`src/sv/ptts_pkg.sv`:
```
// Shared types and constants for the periodic task tick scheduler.
`timescale 1ns / 1ps

package ptts_pkg;

  localparam int NUM_TASKS_DEF = 8;
  localparam int MAX_OUT       = 8;
  localparam int QUEUE_DEPTH   = 2;
  localparam int CNT_W         = $clog2(MAX_OUT + 1);

  localparam int MODE_W  = 3;
  localparam int ID_W    = 3;
  localparam int PER_W   = 16;
  localparam int DELAY_W = 8;
  localparam int CD_W    = 16;

  localparam logic [MODE_W-1:0] MODE_TICK    = 3'd0;
  localparam logic [MODE_W-1:0] MODE_CREATE  = 3'd1;
  localparam logic [MODE_W-1:0] MODE_KILL    = 3'd2;
  localparam logic [MODE_W-1:0] MODE_SUSPEND = 3'd3;
  localparam logic [MODE_W-1:0] MODE_RESUME  = 3'd4;

  typedef enum logic [2:0] {
    OP_TICK,
    OP_CREATE,
    OP_KILL,
    OP_SUSPEND,
    OP_RESUME
  } op_t;

  typedef enum logic [1:0] {
    ST_NONE      = 2'd0,
    ST_READY     = 2'd1,
    ST_SUSPENDED = 2'd2
  } task_st_t;

  typedef enum logic [1:0] {
    B_IDLE,
    B_WALK,
    B_TAIL,
    B_DONE
  } back_state_t;

  typedef struct packed {
    op_t              op;
    logic [ID_W-1:0]  id;
    logic [CD_W-1:0]  reload;
    logic [CD_W-1:0]  delay;
  } cmd_t;

  typedef struct packed {
    logic full;
    logic empty;
  } q_stat_t;

endpackage

```
`src/sv/ptts_front.sv`:
```
// Front end: accepts commands, drops invalid ones, prepares create values.
`timescale 1ns / 1ps

module ptts_front #(
  parameter int NUM_TASKS = ptts_pkg::NUM_TASKS_DEF
) (
  input  logic                           start,
  input  logic [ptts_pkg::MODE_W-1:0]    mode,
  input  logic [ptts_pkg::ID_W-1:0]      task_id,
  input  logic [ptts_pkg::PER_W-1:0]     period,
  input  logic [ptts_pkg::DELAY_W-1:0]   first_delay,
  input  ptts_pkg::q_stat_t              q_stat,
  output logic                           busy,
  output logic                           push,
  output ptts_pkg::cmd_t                 cmd
);

  logic accept;
  logic id_ok;
  logic keep;

  assign busy   = q_stat.full;
  assign accept = start && !q_stat.full;
  assign id_ok  = 32'(task_id) < NUM_TASKS;

  always_comb begin
    keep       = 1'b0;
    cmd.op     = ptts_pkg::OP_TICK;
    cmd.id     = task_id;
    // a zero period saturates to one, so the reload is never below zero
    cmd.reload = (period == '0) ? '0 : period - 16'd1;
    cmd.delay  = {{(ptts_pkg::CD_W - ptts_pkg::DELAY_W){1'b0}}, first_delay};
    case (mode)
      ptts_pkg::MODE_TICK: begin
        keep   = 1'b1;
        cmd.op = ptts_pkg::OP_TICK;
      end
      ptts_pkg::MODE_CREATE: begin
        keep   = id_ok;
        cmd.op = ptts_pkg::OP_CREATE;
      end
      ptts_pkg::MODE_KILL: begin
        keep   = id_ok;
        cmd.op = ptts_pkg::OP_KILL;
      end
      ptts_pkg::MODE_SUSPEND: begin
        keep   = id_ok;
        cmd.op = ptts_pkg::OP_SUSPEND;
      end
      ptts_pkg::MODE_RESUME: begin
        keep   = id_ok;
        cmd.op = ptts_pkg::OP_RESUME;
      end
      default: begin
        keep = 1'b0;
      end
    endcase
  end

  assign push = accept && keep;

endmodule

```
`src/sv/ptts_queue.sv`:
```
// Short command queue between the front end and the task table.
`timescale 1ns / 1ps

module ptts_queue (
  input  logic              clk,
  input  logic              rst,
  input  logic              push,
  input  ptts_pkg::cmd_t    push_cmd,
  input  logic              pop,
  output ptts_pkg::cmd_t    head,
  output ptts_pkg::q_stat_t q_stat
);

  localparam int QP_W = (ptts_pkg::QUEUE_DEPTH > 1) ? $clog2(ptts_pkg::QUEUE_DEPTH) : 1;
  localparam int QC_W = $clog2(ptts_pkg::QUEUE_DEPTH + 1);

  ptts_pkg::cmd_t  entries [ptts_pkg::QUEUE_DEPTH];
  logic [QP_W-1:0] wr_ptr;
  logic [QP_W-1:0] rd_ptr;
  logic [QC_W-1:0] count;
  logic            do_push;
  logic            do_pop;

  assign q_stat.full  = (count == QC_W'(ptts_pkg::QUEUE_DEPTH));
  assign q_stat.empty = (count == '0);
  assign do_push      = push && !q_stat.full;
  assign do_pop       = pop && !q_stat.empty;
  assign head         = entries[rd_ptr];

  always_ff @(posedge clk) begin
    if (do_push) begin
      entries[wr_ptr] <= push_cmd;
    end
  end

  always_ff @(posedge clk) begin
    if (rst) begin
      wr_ptr <= '0;
      rd_ptr <= '0;
      count  <= '0;
    end else begin
      if (do_push) begin
        wr_ptr <= (wr_ptr == QP_W'(ptts_pkg::QUEUE_DEPTH - 1)) ? '0 : wr_ptr + 1'b1;
      end
      if (do_pop) begin
        rd_ptr <= (rd_ptr == QP_W'(ptts_pkg::QUEUE_DEPTH - 1)) ? '0 : rd_ptr + 1'b1;
      end
      if (do_push && !do_pop) begin
        count <= count + 1'b1;
      end else if (do_pop && !do_push) begin
        count <= count - 1'b1;
      end
    end
  end

endmodule

```
`src/sv/ptts_back.sv`:
```
// Back end: task table, command execution and the per-tick walk over all slots.
`timescale 1ns / 1ps

module ptts_back #(
  parameter int NUM_TASKS = ptts_pkg::NUM_TASKS_DEF
) (
  input  logic                        clk,
  input  logic                        rst,
  input  ptts_pkg::q_stat_t           q_stat,
  input  ptts_pkg::cmd_t              head,
  output logic                        pop,
  output logic                        strobe,
  output logic [ptts_pkg::ID_W-1:0]   fired_task,
  output logic                        fired,
  output logic                        last
);

  localparam int IDX_W = (NUM_TASKS > 1) ? $clog2(NUM_TASKS) : 1;
  localparam int CD_W  = ptts_pkg::CD_W;
  localparam int WORD_W = 2 * CD_W;

  // task table: state in flops (cleared by reset), reload and countdown in memory
  ptts_pkg::task_st_t  st [NUM_TASKS];
  logic [WORD_W-1:0]   mem [NUM_TASKS];

  ptts_pkg::back_state_t state, state_next;
  logic [IDX_W-1:0]      ptr, ptr_next;
  logic                  pend_v, pend_v_next;
  logic [IDX_W-1:0]      pend_id, pend_id_next;
  logic [ptts_pkg::CNT_W-1:0] n, n_next;

  logic [WORD_W-1:0]     rd_q;
  logic                  proc_v;
  logic                  proc_rdy;
  logic [IDX_W-1:0]      proc_idx;
  logic                  issue;

  logic                  mem_we;
  logic [IDX_W-1:0]      mem_waddr;
  logic [WORD_W-1:0]     mem_wdata;
  logic                  st_we;
  logic [IDX_W-1:0]      st_waddr;
  ptts_pkg::task_st_t    st_wdata;

  logic                  emit_v;
  logic [ptts_pkg::ID_W-1:0] emit_id;
  logic                  emit_fired;
  logic                  emit_last;

  logic [IDX_W-1:0]      head_idx;
  logic [CD_W-1:0]       rd_reload;
  logic [CD_W-1:0]       rd_cd;

  assign head_idx  = IDX_W'(head.id);
  assign rd_reload = rd_q[WORD_W-1:CD_W];
  assign rd_cd     = rd_q[CD_W-1:0];

  always_comb begin
    state_next   = state;
    ptr_next     = ptr;
    pend_v_next  = pend_v;
    pend_id_next = pend_id;
    n_next       = n;
    pop          = 1'b0;
    issue        = 1'b0;
    mem_we       = 1'b0;
    mem_waddr    = proc_idx;
    mem_wdata    = rd_q;
    st_we        = 1'b0;
    st_waddr     = head_idx;
    st_wdata     = ptts_pkg::ST_NONE;
    emit_v       = 1'b0;
    emit_id      = '0;
    emit_fired   = 1'b0;
    emit_last    = 1'b0;

    case (state)
      ptts_pkg::B_IDLE: begin
        if (!q_stat.empty) begin
          pop = 1'b1;
          case (head.op)
            ptts_pkg::OP_TICK: begin
              state_next  = ptts_pkg::B_WALK;
              ptr_next    = '0;
              pend_v_next = 1'b0;
              n_next      = '0;
            end
            ptts_pkg::OP_CREATE: begin
              st_we     = 1'b1;
              st_wdata  = ptts_pkg::ST_READY;
              mem_we    = 1'b1;
              mem_waddr = head_idx;
              mem_wdata = {head.reload, head.delay};
            end
            // a cleared slot is not updated or fired again before the next create
            ptts_pkg::OP_KILL: begin
              st_we    = 1'b1;
              st_wdata = ptts_pkg::ST_NONE;
            end
            ptts_pkg::OP_SUSPEND: begin
              st_we    = (st[head_idx] != ptts_pkg::ST_NONE);
              st_wdata = ptts_pkg::ST_SUSPENDED;
            end
            ptts_pkg::OP_RESUME: begin
              st_we    = (st[head_idx] != ptts_pkg::ST_NONE);
              st_wdata = ptts_pkg::ST_READY;
            end
            default: begin
              st_we = 1'b0;
            end
          endcase
        end
      end
      ptts_pkg::B_WALK: begin
        issue = 1'b1;
        if (ptr == IDX_W'(NUM_TASKS - 1)) begin
          state_next = ptts_pkg::B_TAIL;
        end else begin
          ptr_next = ptr + 1'b1;
        end
      end
      ptts_pkg::B_TAIL: begin
        state_next = ptts_pkg::B_DONE;
      end
      ptts_pkg::B_DONE: begin
        // final transfer of the tick: held firing, or an empty result
        emit_v     = 1'b1;
        emit_id    = pend_v ? ptts_pkg::ID_W'(pend_id) : '0;
        emit_fired = pend_v;
        emit_last  = 1'b1;
        state_next = ptts_pkg::B_IDLE;
      end
      default: begin
        state_next = ptts_pkg::B_IDLE;
      end
    endcase

    // slot update; a firing is held back until the next firing or DONE so that last can be known
    if (proc_v && proc_rdy) begin
      mem_we    = 1'b1;
      mem_waddr = proc_idx;
      if (rd_cd == '0) begin
        mem_wdata = {rd_reload, rd_reload};
        if (n < ptts_pkg::CNT_W'(ptts_pkg::MAX_OUT)) begin
          if (pend_v) begin
            emit_v     = 1'b1;
            emit_id    = ptts_pkg::ID_W'(pend_id);
            emit_fired = 1'b1;
            emit_last  = 1'b0;
          end
          pend_v_next  = 1'b1;
          pend_id_next = proc_idx;
          n_next       = n + 1'b1;
        end
      end else begin
        mem_wdata = {rd_reload, rd_cd - 16'd1};
      end
    end
  end

  always_ff @(posedge clk) begin
    if (mem_we) begin
      mem[mem_waddr] <= mem_wdata;
    end
    rd_q <= mem[ptr];
  end

  always_ff @(posedge clk) begin
    if (rst) begin
      for (int i = 0; i < NUM_TASKS; i++) begin
        st[i] <= ptts_pkg::ST_NONE;
      end
    end else if (st_we) begin
      st[st_waddr] <= st_wdata;
    end
  end

  always_ff @(posedge clk) begin
    if (rst) begin
      state  <= ptts_pkg::B_IDLE;
      proc_v <= 1'b0;
      pend_v <= 1'b0;
      n      <= '0;
      strobe <= 1'b0;
    end else begin
      state  <= state_next;
      proc_v <= issue;
      pend_v <= pend_v_next;
      n      <= n_next;
      strobe <= emit_v;
    end
  end

  always_ff @(posedge clk) begin
    ptr        <= ptr_next;
    pend_id    <= pend_id_next;
    proc_idx   <= ptr;
    proc_rdy   <= (st[ptr] == ptts_pkg::ST_READY);
    fired_task <= emit_id;
    fired      <= emit_fired;
    last       <= emit_last;
  end

endmodule

```
`src/sv/periodic_task_tick_scheduler_unit.sv`:
```
// Top level of the periodic task tick scheduler.
//
// Command channel: an item (mode, task_id, period, first_delay) is taken at a
// rising edge with start high and busy low. Create, kill, suspend and resume
// change one slot of the task table and give no result; a tick walks every
// slot in order of id. Commands with an unknown mode or a slot beyond the
// table are dropped at the front end.
// Result channel: strobe marks one cycle carrying fired_task, fired and last.
// Each firing on a tick gives one transfer, the final one with last set; a
// tick on which nothing fires gives a single transfer with fired clear.
// Results are not back-pressured: the receiver must take every strobe.
// Timing: a command leaves the queue once the back end is idle; a control
// command writes the table as it leaves. A tick holds the back end while it
// walks the reload/countdown memory one slot per cycle, then passes a tail
// state and a done state; its last result is registered out of the done
// state. The queue holds two commands, so busy rises only when two are
// waiting.
// Reset empties the queue, stops any walk and marks every slot as empty.
`timescale 1ns / 1ps

module periodic_task_tick_scheduler_unit #(
  parameter int NUM_TASKS = ptts_pkg::NUM_TASKS_DEF
) (
  input  logic                           clk,
  input  logic                           rst,
  input  logic                           start,
  output logic                           busy,
  input  logic [ptts_pkg::MODE_W-1:0]    mode,
  input  logic [ptts_pkg::ID_W-1:0]      task_id,
  input  logic [ptts_pkg::PER_W-1:0]     period,
  input  logic [ptts_pkg::DELAY_W-1:0]   first_delay,
  output logic                           strobe,
  output logic [ptts_pkg::ID_W-1:0]      fired_task,
  output logic                           fired,
  output logic                           last
);

  ptts_pkg::q_stat_t q_stat;
  ptts_pkg::cmd_t    push_cmd;
  ptts_pkg::cmd_t    head;
  logic              push;
  logic              pop;

  ptts_front #(
    .NUM_TASKS(NUM_TASKS)
  ) u_front (
    .start      (start),
    .mode       (mode),
    .task_id    (task_id),
    .period     (period),
    .first_delay(first_delay),
    .q_stat     (q_stat),
    .busy       (busy),
    .push       (push),
    .cmd        (push_cmd)
  );

  ptts_queue u_queue (
    .clk     (clk),
    .rst     (rst),
    .push    (push),
    .push_cmd(push_cmd),
    .pop     (pop),
    .head    (head),
    .q_stat  (q_stat)
  );

  ptts_back #(
    .NUM_TASKS(NUM_TASKS)
  ) u_back (
    .clk       (clk),
    .rst       (rst),
    .q_stat    (q_stat),
    .head      (head),
    .pop       (pop),
    .strobe    (strobe),
    .fired_task(fired_task),
    .fired     (fired),
    .last      (last)
  );

endmodule

```
`config.mk`:
```
export PLATFORM = sky130hd
export DESIGN_NAME = periodic_task_tick_scheduler_unit
export DESIGN_NICKNAME = d
export VERILOG_FILES = /design/src/sv/ptts_pkg.sv /design/src/sv/ptts_front.sv /design/src/sv/ptts_queue.sv /design/src/sv/ptts_back.sv /design/src/sv/periodic_task_tick_scheduler_unit.sv
export SDC_FILE = /design/constraint.sdc
export NUM_CORES = 1
export LEC_CHECK = 0
export BUFFER_PORTS_ARGS = -buffer_cell sky130_fd_sc_hd__buf_2
export CAP_MARGIN = 20
export CORE_ASPECT_RATIO = 0.8
export CORE_MARGIN = 10
export CORE_UTILIZATION = 62
export DETAILED_ROUTE_END_ITERATION = 16
export PLACE_DENSITY = 0.77
export SYNTH_ARGS = -nofsm -noshare
export SYNTH_HDL_FRONTEND = slang
export SYNTH_SLANG_ARGS = --single-unit
```
`constraint.sdc`:
```
create_clock -name clk -period 4.9 [get_ports clk]
set_input_delay 0.98 -clock clk [delete_from_list [all_inputs] [get_ports clk]]
set_output_delay 0.98 -clock clk [all_outputs]
set_load 0.005 [all_outputs]
```
=== Word level (Yosys, flattened, before mapping) ===
Memory sizes are Yosys's and may differ from the RTL's. A register that Yosys moved wholly into a read port is not among the register bits.
Cells that the tools add are included.

* Output and inout bits: 7
* Bits in registers: 28
* RAM bits: 332
* Input port bits: 33
* Memories: 3

* Order comparisons: 1
* Reductions and logical operators: 28
* Multiplexer cells: 84
* $add $sub $neg: 8
* Eq/ne operators: 18

{| class="wikitable"
|+ Memories
! name !! depth !! bits a word !! read ports !! clocked after Yosys merged registers in !! wr ports !! RTL line !! text
|-
| u_back.mem || 8 || 32 || 1 || 1 || 1 || ptts_back.sv:24 || <nowiki>logic [WORD_W-1:0] mem [NUM_TASKS];</nowiki>
|-
| u_queue.entries || 2 || 30 || 1 || 1 || 1 || ptts_queue.sv:17 || <nowiki>ptts_pkg::cmd_t entries [ptts_pkg::QUEUE_DEPTH];</nowiki>
|-
| u_back.st || 8 || 2 || 2 || 1 || 8 || ptts_back.sv:23 || <nowiki>ptts_pkg::task_st_t st [NUM_TASKS];</nowiki>
|}

{| class="wikitable"
|+ Operator list
! kind !! number
|-
| two-way mux 32 bit || 4
|-
| two-way mux 3 bit || 15
|-
| two-way mux 1 bit || 44
|-
| logical NOT 16 bit || 2
|-
| two-way mux 16 bit || 2
|-
| subtractor 16 x 1 -> 16 bit (second input constant) || 2
|-
| two-way mux 4 bit || 6
|-
| two-way mux 2 bit || 8
|-
| equality test 3 x 2 -> 1 bit (second input constant) || 4
|-
| case mux 3 bit (4 select lines) || 1
|-
| equality test 3 bit (second input constant) || 3
|-
| case mux 2 bit (4 select lines) || 1
|-
| OR reduction 2 bit || 4
|-
| logical AND 1 bit || 7
|-
| equality test 2 bit (second input constant) || 3
|-
| equality test 3 x 1 -> 1 bit (second input constant) || 2
|-
| logical NOT 3 bit || 2
|-
| != test 2 bit (second input constant) || 3
|-
| case mux 3 bit (2 select lines) || 1
|-
| AND reduction 3 bit || 2
|-
| nonzero test 2 bit || 3
|-
| OR reduction 5 bit || 1
|-
| adder 4 x 1 -> 4 bit (second input constant) || 1
|-
| equality test 2 x 1 -> 1 bit (second input constant) || 2
|-
| other kinds (11) || 16
|}

=== Longest topological paths before layout ===
Gate-level depths: netlist of the first run.

* Depth in word-level cells: 10
* Depth in mapped cells: 9

=== Cells and area by module ===
A second synthesis of the first run with hierarchy kept.

* Cells, all modules: 1001
* Area total of the unflattened synthesis: 16786.1 um^2

{| class="wikitable"
|+ Modules (own cells, without submodules)
! module !! times used !! cells an instance !! sequential area each (um^2) !! area each (um^2)
|-
| ptts_back || 1 || 774 || 9409.0 || 13208.9
|-
| ptts_queue || 1 || 143 || 2382.3 || 2955.3
|-
| ptts_front || 1 || 84 || 0.0 || 621.8
|}

=== Least setup slack after synthesis of the first run ===
OpenSTA, ideal clock, no wires.

* Path type: reg-to-reg
* From: register with a tool-made name
* To: memory u_back.mem[0][0] in the netlist's numbering, enable pin
* Path slack: 1223 ps
* Path buffers: 3
* Cell stages (with the launch flop): 8
* Data required time: 4479 ps
* Data arrival time: 3256 ps
* Path through: dfxtp_1 -> buf_6 -> buf_6 -> buf_2 -> mux2_2 -> o31ai_1 -> o211ai_1 -> nor2_1

{| class="wikitable"
|+ RTL lines
! item !! RTL line
|-
| end, declared || ptts_back.sv:24
|}

==> results.yml, run 1 <==
cts:
  cts_resized: 0
  clockBufferDepth: 3
  clk_latency_ns: 0.53
  cts_sinks: 396
  cts.hold.buffers_added: 0
  clock-root-buffer: "clkbuf_16"
  ctsHtreeMaxLevel: 2
  cts_tree: "done"
  path_clk_slew_ns: 0.06
  post_cts_buffers: 0
  cts-buffers-inserted: 38
power_and_ir_drop:
  intPower_mw: 6.80
  pwr-share-clk_pct: 29.0
  p_per_area_nw_per_um2: 528
  pwr-share-comb_pct: 21.7
  ir_drop_mv: 0.372
  power_switching_mw: 2.82
  fin_total_pwr_mw: 9.62
  swShare_pct: 29.3
  seqPwrFrac_pct: 49.3
  power.leakage_nw: 5.97
sta:
  min_period_over_period_pct: 74.6
  final-setup-viol-count: 0
  hold_viol_final: 0
  rsz0062_at_grt: "false"
  tightest_slew_ns: 1.11
  maxSlewViolCount: 0
  relSlewSlack_pct: 25.4
  clock_skew_ns: 0.0213
  fin_setup_tns_ns: 0
  min_period_ns: 3.65
  max_freq_ghz: 0.274
floorplan:
  core_um2: 26100
  rows: 53
  start_util_pct: 62.5
  io_pins: 40
  fp.dieW_um: 202
  chipHeight_um: 165
  die_area_um2: 33300
synth:
  yosysWarnings: 0
  synth.cell_area_um2: 16300
  avgSynthCellArea_um2: 16.3
  yosys.area.top_type_share_pct: 62.1
  synth_edf_count: 338
  synth_area_leaders: "edfxtp_1, mux4_2, dfxtp_1"
  yosysTopAreaCell: "edfxtp_1"
  async_flop_share_pct: 0
  yosysSeqAreaShare_pct: 69.2
  synthCells: 1004
  synth_ff_type: "edfxtp_1"
  synth_nets: 1047
  ys_types: 68
  ys_ff_latch: 396
setup_path:
  cp.required_ns: 5.10
  critical_path_class: "reg2reg"
  crit_chain: "mux2i_1, o2111ai_4, nand2_1, o211ai_1, nor2_4, buf_4"
  worstPathArrival_ns: 3.86
  path_delay_family: "simple AND/OR/NAND/NOR gates"
  endpoint_kind: "register"
  path_buf_inv: 1
  cp-start-kind: "register"
  r2r_slack_ns: 1.25
  slowest_stage: "dfxtp_2"
  cp_max_fo: 33
  max_stage_delay_ns: 0.77
layout:
  final_common_cell: "edfxtp_1"
  final_cell_area_um2: 18200
  final_nets: 1100
  layout_common_cells: "edfxtp_1, mux4_2, dfxtp_1"
  layout-drive-gt1-share_pct: 22.9
  finalNonFillerCells: 1445
  fin_util_pct: 69.7
  area_growth_pct: 11.4
placement:
  placed_area_um2: 17000
  numPortBuffers: 39
  dp.cells: 1374
  dp_hpwl_mm: 21.8
  place_congestion: 0.912
routing:
  postRouteWirelength_mm: 34.5
  ant_nets: 0
  wire_per_inst_um: 23.9
  routed_via_density: 6.31
  dr.pass1.iters: 5
  first_iter_violations: 983
  vias: 9123
  drc: 0
global_routing:
  grt_start_max_net_pins: 67
  grt_antenna_before_repair: 1
  grt_pass1_vias: 9129
  overflow: 0
  gr-usage-all-layers_pct: 20.8
  grt_pass1_wl_mm: 53.4
run_status:
  run_status: "finished, final reports clean"
run:
  maxCapViolCount: 0
hold_path:
  holdCritPathClass: "reg2reg"
layer usage:
metal	vias to the layer above	global-route usage, %	wire length [um]
met3	66	3.68	2310
met4	2	6.65	872
met1	4617	29.3	15000
li1	4087	-	-
met2	351	32.7	16300
met5	-	1.34	56
state kept, by name (all words and copies together) (netlist names), named ones only:
register	cells
u_back.mem	256
u_queue.entries	60
u_back.rd_q	32
u_back.st	16
u_back.n	4
u_back.fired_task	3
u_back.pend_id	3
u_back.proc_idx	3
u_back.ptr	3
u_back.state	2
u_queue.count	2
u_back.fired	1
u_back.last	1
u_back.pend_v	1
u_back.proc_rdy	1
u_back.proc_v	1
u_back.strobe	1
u_queue.rd_ptr	1
u_queue.wr_ptr	1
cell usage after synthesis (all sizes together), types with 3 or more instances:
| library cell | instances |
|---|---|
| and2 | 8 |
| nor4 | 11 |
| a31oi | 6 |
| or3 | 12 |
| buf | 18 |
| nor2b | 5 |
| o221ai | 4 |
| nand3 | 9 |
| a41oi | 8 |
| nand2b | 6 |
| o22ai | 5 |
| xnor2 | 14 |
| a21oi | 22 |
| nand2 | 49 |
| nand4 | 6 |
| mux2 | 39 |
| o211ai | 5 |
| clkbuf | 28 |
| o311ai | 3 |
| a211oi | 6 |
| o21ai | 55 |
| nand3b | 9 |
| edfxtp | 338 |
| o2111ai | 3 |
| nor3b | 4 |
| ha | 10 |
| nor2 | 59 |
| mux4 | 64 |
| dfxtp | 58 |
| inv | 30 |
| a2111oi | 10 |
| nor3 | 19 |
| or2 | 5 |
| mux2i | 37 |
| xor2 | 6 |
final timing paths:
check,startpoint,to,depth (start not counted)
worst max-delay path,register,u_back.mem[2][5]$_DFFE_PP_,6
worst min-delay path,u_back.pend_id[2]$_DFFE_PP_,u_back.fired_task[2]$_DFF_P_,2
worst max register to register,register,u_back.mem[2][5]$_DFFE_PP_,6
worst min register to register,u_back.pend_id[2]$_DFFE_PP_,u_back.fired_task[2]$_DFF_P_,2
kinds of logic after synthesis:
group	share of synthesized area, %
buffers and inverters	1.96
xor gates and xnor gates	1.07
adders and majority gates	0.766
muxes	13.8
AOI/OAI and AO/OA	6.32
and+or+nand+nor	6.85
DFF	69.2
power groups by stage:
stage / Clock [mW] / Sequential [mW] / Combinational, mW
after floorplan: 0 / 4.63 / 1.55
after global placement: 0 / 4.78 / 2.01
after detailed placement: 0 / 4.79 / 2.06
after CTS: 2.83 / 4.72 / 2.08
after global routing: 2.97 / 4.76 / 2.29
final: 2.79 / 4.74 / 2.09
final cells by class:
type / count / area [um2]
tap: 357 / 447
inverter: 30 / 113
antenna: 1 / 2.50
timing repair buffer: 59 / 345
sequential: 396 / 11300
clock inverter: 15 / 146
multi-input combinational: 532 / 4790
fill: 1694 / 7920
clock buffer: 55 / 1050
tightest hold or removal path, delay by kind of cell (launching register included):
| family | cells | cell delay [ns] |
|---|---|---|
| buffers and inverters | 1 | 0.04 |
| and+or+nand+nor | 1 | 0.08 |
| DFF | 1 | 0.32 |
metrics by stage:
step | hold slack [ns] | setup slack (ns)
2_1_floorplan | 0.372 | 1.22
3_3_place_gp | 0.431 | 1.37
3_5_place_dp | 0.437 | 1.29
4_1_cts | 0.469 | 1.25
5_1_grt | 0.505 | 0.984
6_report | 0.466 | 1.25
(Power assumes the default switching activity.)
==> run 2: changes to the inputs <==
--- a/config.mk
+++ b/config.mk
@@ -5,13 +5,14 @@
 export SDC_FILE = /design/constraint.sdc
 export NUM_CORES = 1
 export LEC_CHECK = 0
+export ABC_AREA = 1
 export BUFFER_PORTS_ARGS = -buffer_cell sky130_fd_sc_hd__buf_2
 export CAP_MARGIN = 20
 export CORE_ASPECT_RATIO = 0.8
 export CORE_MARGIN = 10
-export CORE_UTILIZATION = 62
+export CORE_UTILIZATION = 56
 export DETAILED_ROUTE_END_ITERATION = 16
-export PLACE_DENSITY = 0.77
+export PLACE_DENSITY = 0.73
 export SYNTH_ARGS = -nofsm -noshare
 export SYNTH_HDL_FRONTEND = slang
 export SYNTH_SLANG_ARGS = --single-unit
==> constraint.sdc (replaced) <==
create_clock -name clk -period 3.3 [get_ports clk]
set_input_delay 0.66 -clock clk [delete_from_list [all_inputs] [get_ports clk]]
set_output_delay 0.66 -clock clk [all_outputs]
set_load 0.005 [all_outputs]
==> results.yml, run 2 <==
synth:
  yosys.area.top_type_share_pct: 61.5
  yosysMostFrequentCell: "nor2_1"
  synthCells: 1466
  synth.cell_area_um2: 16500
  yosysTopAreaCell: "edfxtp_1"
  ys_types: 47
  synth_nets: 1509
  synth_edf_count: 338
  synth_area_leaders: "edfxtp_1, nor2_1, dfxtp_1"
  yosysSeqAreaShare_pct: 68.5
  avgSynthCellArea_um2: 11.3
  synth_ff_type: "edfxtp_1"
  yosys-top-cells-count: "nor2_1, edfxtp_1, nand2_1, o21ai_0, inv_1"
  ys_ff_latch: 396
  async_flop_share_pct: 0
  yosysWarnings: 0
setup_path:
  cp-start-kind: "register"
  cp_max_fo: 18
  r2r_slack_ns: 0.35
  critical_path_class: "reg2reg"
  rr_startpoint: "u_back.state[1]$_SDFFE_PP0P_"
  reg2reg_depth: 11
  worstReg2RegEnd: "u_back.mem[1][27]$_DFFE_PP_"
  cp.required_ns: 3.53
  worstPathArrival_ns: 3.18
  endpoint_kind: "register"
layout:
  layout_common_cells: "edfxtp_1, nor2_1, nand2_1"
  top_register: "u_back.mem"
  largest_register_ffs: 256
  reg_top3: "u_back.mem x256, u_queue.entries x60, u_back.rd_q x32"
  area_growth_pct: 11.4
  final_common_cell: "edfxtp_1"
  antennaDiodeCount: 0
  layout-drive-gt1-share_pct: 12.3
  layout.area.seq_um2: 11300
  final_nets: 1556
  multi_input_area_um2: 4650
  final_cell_area_um2: 18400
  n_fill_cell: 2230
  fin_util_pct: 62.9
cts:
  cts_sinks: 396
  post_cts_buffers: 0
  ctsHtreeMaxLevel: 2
  path_clk_slew_ns: 0.06
  clock-root-buffer: "clkbuf_16"
  clockBufferDepth: 3
  cts-buffers-inserted: 38
  cts.hold.buffers_added: 0
  clk_latency_ns: 0.53
  cts_resized: 0
  cts_tree: "done"
sta:
  relSlewSlack_pct: 22.8
  tightest_slew_ns: 1.15
  min_period_ns: 2.95
  whs_ns: 0.324
  hold_viol_final: 0
  maxSlewViolCount: 0
  max_freq_ghz: 0.339
  min_period_over_period_pct: 89.4
  final-setup-viol-count: 0
  fin_ws_ns: 0.351
  rsz0062_at_grt: "false"
  clock_skew_ns: 0.0188
power_and_ir_drop:
  ir_drop_mv: 0.587
  fin_total_pwr_mw: 15.9
  p_per_area_nw_per_um2: 866
  power.leakage_nw: 6.57
routing:
  ant_nets: 0
  routed_via_density: 5.71
  first_iter_violations: 1102
  vias: 10900
  drc: 0
  wire_per_inst_um: 19.1
  postRouteWirelength_mm: 36.6
  dr.pass1.iters: 5
placement:
  place_ws_ns: 0.363
  dp_hpwl_mm: 24.6
  placed_area_um2: 17300
  place_congestion: 0.922
  numPortBuffers: 39
global_routing:
  gr-usage-all-layers_pct: 19.8
  grt_start_max_net_pins: 131
  grt_antenna_before_repair: 0
  grt_pass1_vias: 10600
  overflow: 0
  grt_pass1_wl_mm: 57.5
run_status:
  run_status: "finished, final reports clean"
hold_path:
  hold_end: "u_queue.entries[0][26]$_DFFE_PP_"
  hold_start: "task_id[2]"
  holdCritPathClass: "in2reg"
  worstHoldPathCells: 1
floorplan:
  rows: 56
  chipHeight_um: 174
  io_pins: 40
  core_um2: 29200
  start_util_pct: 56.5
  die_area_um2: 36800
  fp.dieW_um: 212
run:
  maxCapViolCount: 0
-- run 2: metrics by stage --
step	std cells	TNS, ns
6_report	1917	0
5_1_grt	1917	0
4_1_cts	1917	0
3_5_place_dp	1850	0
3_3_place_gp	1850	0
2_1_floorplan	1466	-0.534
-- run 2: kinds of logic (layout without fill, tap and decap cells) --
| kind of cell | Yosys count | count (layout) | share of synthesized area (%) |
|---|---|---|---|
| AO/OA/AOI/OAI | 294 | 294 | 10.6 |
| AND/OR/NAND/NOR | 590 | 590 | 15.0 |
| flip-flops | 396 | 396 | 68.5 |
| buffers and inverters | 149 | 223 | 3.68 |
| multiplexers | 4 | 4 | 0.243 |
| XOR/XNOR | 23 | 23 | 1.22 |
| adder cells (fa/ha/maj) | 10 | 10 | 0.758 |
-- run 2: critical path, stage by stage (launching register included) --
cell,delay (ns)
dfxtp_1,0.34
inv_1,0.11
ha_1,0.26
o21ai_1,0.21
nor2_4,0.24
nand4_4,0.20
clkinv_1,0.17
nand2_1,0.06
o21ai_1,0.19
nand2_1,0.20
nor2_4,0.45
buf_12,0.23
-- run 2: layout make-up --
class	instances	area share, %
Clock inverter	18	0.626
Multi-Input combinational cell	921	25.3
Inverter	87	1.82
Timing Repair Buffer	69	2.63
Tap cell	377	2.56
Sequential cell	396	61.5
Clock buffer	49	5.56
-- run 2: where the power goes --
| group | leakage, nW | internal, mW | total, mW | switching, mW |
|---|---|---|---|---|
| registers | 3.55 | 6.62 | 7.03 | 0.418 |
| clock network | 0.566 | 2.27 | 4.03 | 1.76 |
| logic | 2.45 | 1.33 | 4.86 | 3.53 |
| total | 6.57 | 10.2 | 15.9 | 5.72 |
-- run 2: routing by layer --
layer / GRT usage, % / vias to the layer above / wire, um
li1: - / 5227 / -
met1: 27.1 / 5286 / 15800
met2: 31.4 / 370 / 17300
met3: 4.23 / 55 / 2830
met4: 5.03 / 0 / 671
met5: 0 / - / 0
-- run 2: worst max-delay path by stage --
| stage | cells past startpoint | end | slack (ns) | start |
|---|---|---|---|---|
| 2_1_floorplan | 9 | u_back.mem[1][0]$_DFFE_PP_ | -0.005 | u_back.state[0]$_SDFFE_PP0P_ |
| 3_3_place_gp | 10 | u_back.mem[1][19]$_DFFE_PP_ | 0.45 | u_back.state[0]$_SDFFE_PP0P_ |
| 3_5_place_dp | 10 | u_back.mem[1][23]$_DFFE_PP_ | 0.36 | u_back.state[0]$_SDFFE_PP0P_ |
| 4_1_cts | 10 | u_back.mem[1][27]$_DFFE_PP_ | 0.35 | u_back.state[0]$_SDFFE_PP0P_ |
| 5_1_grt | 10 | u_back.mem[1][27]$_DFFE_PP_ | 0.15 | u_back.state[1]$_SDFFE_PP0P_ |
| 6_report | 11 | u_back.mem[1][27]$_DFFE_PP_ | 0.35 | u_back.state[1]$_SDFFE_PP0P_ |
==> run 3: changes to the inputs <==
--- a/config.mk
+++ b/config.mk
@@ -5,11 +5,10 @@
 export SDC_FILE = /design/constraint.sdc
 export NUM_CORES = 1
 export LEC_CHECK = 0
-export ABC_AREA = 1
 export BUFFER_PORTS_ARGS = -buffer_cell sky130_fd_sc_hd__buf_2
 export CAP_MARGIN = 20
 export CORE_ASPECT_RATIO = 0.8
-export CORE_MARGIN = 10
+export CORE_MARGIN = 8
 export CORE_UTILIZATION = 56
 export DETAILED_ROUTE_END_ITERATION = 16
 export PLACE_DENSITY = 0.73
==> results.yml, run 3 (synthesized netlist as in run 1, its figures left out) <==
setup_path:
  r2r_slack_ns: 0.38
  critical_path_class: "reg2reg"
  worstPathArrival_ns: 3.07
  cp.required_ns: 3.45
  endpoint_kind: "register"
  cp-start-kind: "register"
  cp_max_fo: 10
power_and_ir_drop:
  fin_total_pwr_mw: 14.4
  p_per_area_nw_per_um2: 784
  power.leakage_nw: 6.04
  ir_drop_mv: 0.642
placement:
  dp.cells: 1402
  dp_hpwl_mm: 21.3
  place_ws_ns: 0.470
  place_congestion: 0.887
  numPortBuffers: 39
layout:
  antennaDiodeCount: 0
  finalNonFillerCells: 1470
  top_register: "u_back.mem"
  area_growth_pct: 12.7
  fin_util_pct: 63.5
  largest_register_ffs: 256
  layout_common_cells: "edfxtp_1, mux4_2, dfxtp_1"
  final_nets: 1107
  layout-drive-gt1-share_pct: 23.2
  final_common_cell: "edfxtp_1"
  n_fill_cell: 2018
  reg_top3: "u_back.mem x256, u_queue.entries x60, u_back.rd_q x32"
global_routing:
  grt_antenna_before_repair: 0
  grt_pass1_vias: 8803
  grt_pass1_wl_mm: 52.3
  gr-usage-all-layers_pct: 19.9
  overflow: 0
  grt_start_max_net_pins: 68
sta:
  relSlewSlack_pct: 32.7
  fin_ws_ns: 0.383
  hold_viol_final: 0
  max_freq_ghz: 0.343
  final-setup-viol-count: 0
  rsz0062_at_grt: "false"
  maxSlewViolCount: 0
  min_period_ns: 2.92
  min_period_over_period_pct: 88.4
  tightest_slew_ns: 1.01
  clock_skew_ns: 0.0131
routing:
  ant_nets: 0
  wire_per_inst_um: 23.3
  routed_via_density: 6.11
  postRouteWirelength_mm: 34.3
  drc: 0
  dr.pass1.iters: 5
  vias: 8978
  first_iter_violations: 895
cts:
  ctsHtreeMaxLevel: 2
  cts.hold.buffers_added: 0
  clk_latency_ns: 0.54
  post_cts_buffers: 0
  cts-buffers-inserted: 37
  clockBufferDepth: 3
  path_clk_slew_ns: 0.06
  cts_resized: 0
  cts_sinks: 396
  cts_tree: "done"
  clock-root-buffer: "clkbuf_16"
run_status:
  run_status: "finished, final reports clean"
run:
  maxCapViolCount: 0
floorplan:
  rows: 56
  io_pins: 40
  die_area_um2: 34900
  core_um2: 29000
  fp.dieW_um: 207
  chipHeight_um: 169
  start_util_pct: 56.3
hold_path:
  holdCritPathClass: "in2reg"
run 3: cell count changes in the layout (fill, tap and decap cells not counted), moves of 14 or more:
cell / change
mux2_2: +39
inv_1: -46
a31oi_1: -26
nand2_1: -114
o22ai_1: -30
mux2i_1: +31
o21ai_0: -99
o31ai_2: -14
mux4_2: +64
nand3_1: -24
nor2_1: -286
run 3: final timing paths:
| kind | from | to | cells after the start |
|---|---|---|---|
| setup / recovery | u_back.rd_q[0]$_DFF_P_ | u_back.mem[0][11]$_DFFE_PP_ | 6 |
| hold / removal | first_delay[1] | u_queue.entries[1][1]$_DFFE_PP_ | 1 |
| setup reg to reg | u_back.rd_q[0]$_DFF_P_ | u_back.mem[0][11]$_DFFE_PP_ | 6 |
| hold reg to reg | register | u_back.proc_rdy$_DFF_P_ | 1 |
run 3: area by class of cell:
type / instances / area (um2) / share of cell area, %
clock inverters: 12 / 156 / 0.849
well taps: 377 / 472 / 2.56
flip-flops and latches: 396 / 11300 / 61.4
multi-input cells: 532 / 4790 / 26.0
repair buffers: 67 / 531 / 2.88
clock buffers: 56 / 1050 / 5.69
inverters: 30 / 113 / 0.611
run 3: where the power goes:
group / total (mW) / internal [mW] / leakage, nW / switching (mW)
sequential: 7.03 / 6.56 / 3.56 / 0.474
combinational: 3.17 / 1.22 / 1.90 / 1.95
clock: 4.24 / 2.45 / 0.585 / 1.79
total: 14.4 / 10.2 / 6.04 / 4.21
run 3: worst max-delay path: stages (launching register included):
cell	delay, ns
dfxtp_1	0.34
inv_1	0.06
ha_1	0.20
nor4b_2	0.43
nand4_2	0.35
o21ai_0	0.66
o21ai_0	0.48
run 3: stage by stage:
step                      hold slack (ns)  area [um2]  TNS [ns]
after floorplan                     0.372       16300    -78.70
after global placement              0.441       17200         0
after detailed placement            0.445       17200         0
after CTS                           0.295       18400         0
after global routing                0.300       18400         0
final                               0.310       18400         0
run 3: per-layer routing:
| metal | GRT usage (%) | vias up | share of wire, % |
|---|---|---|---|
| met3 | 3.50 | 36 | 7.8 |
| met2 | 30.1 | 327 | 46 |
| li1 | - | 4092 | - |
| met1 | 30.0 | 4523 | 45 |
| met4 | 4.53 | 0 | 1.5 |
| met5 | 0 | - | 0 |
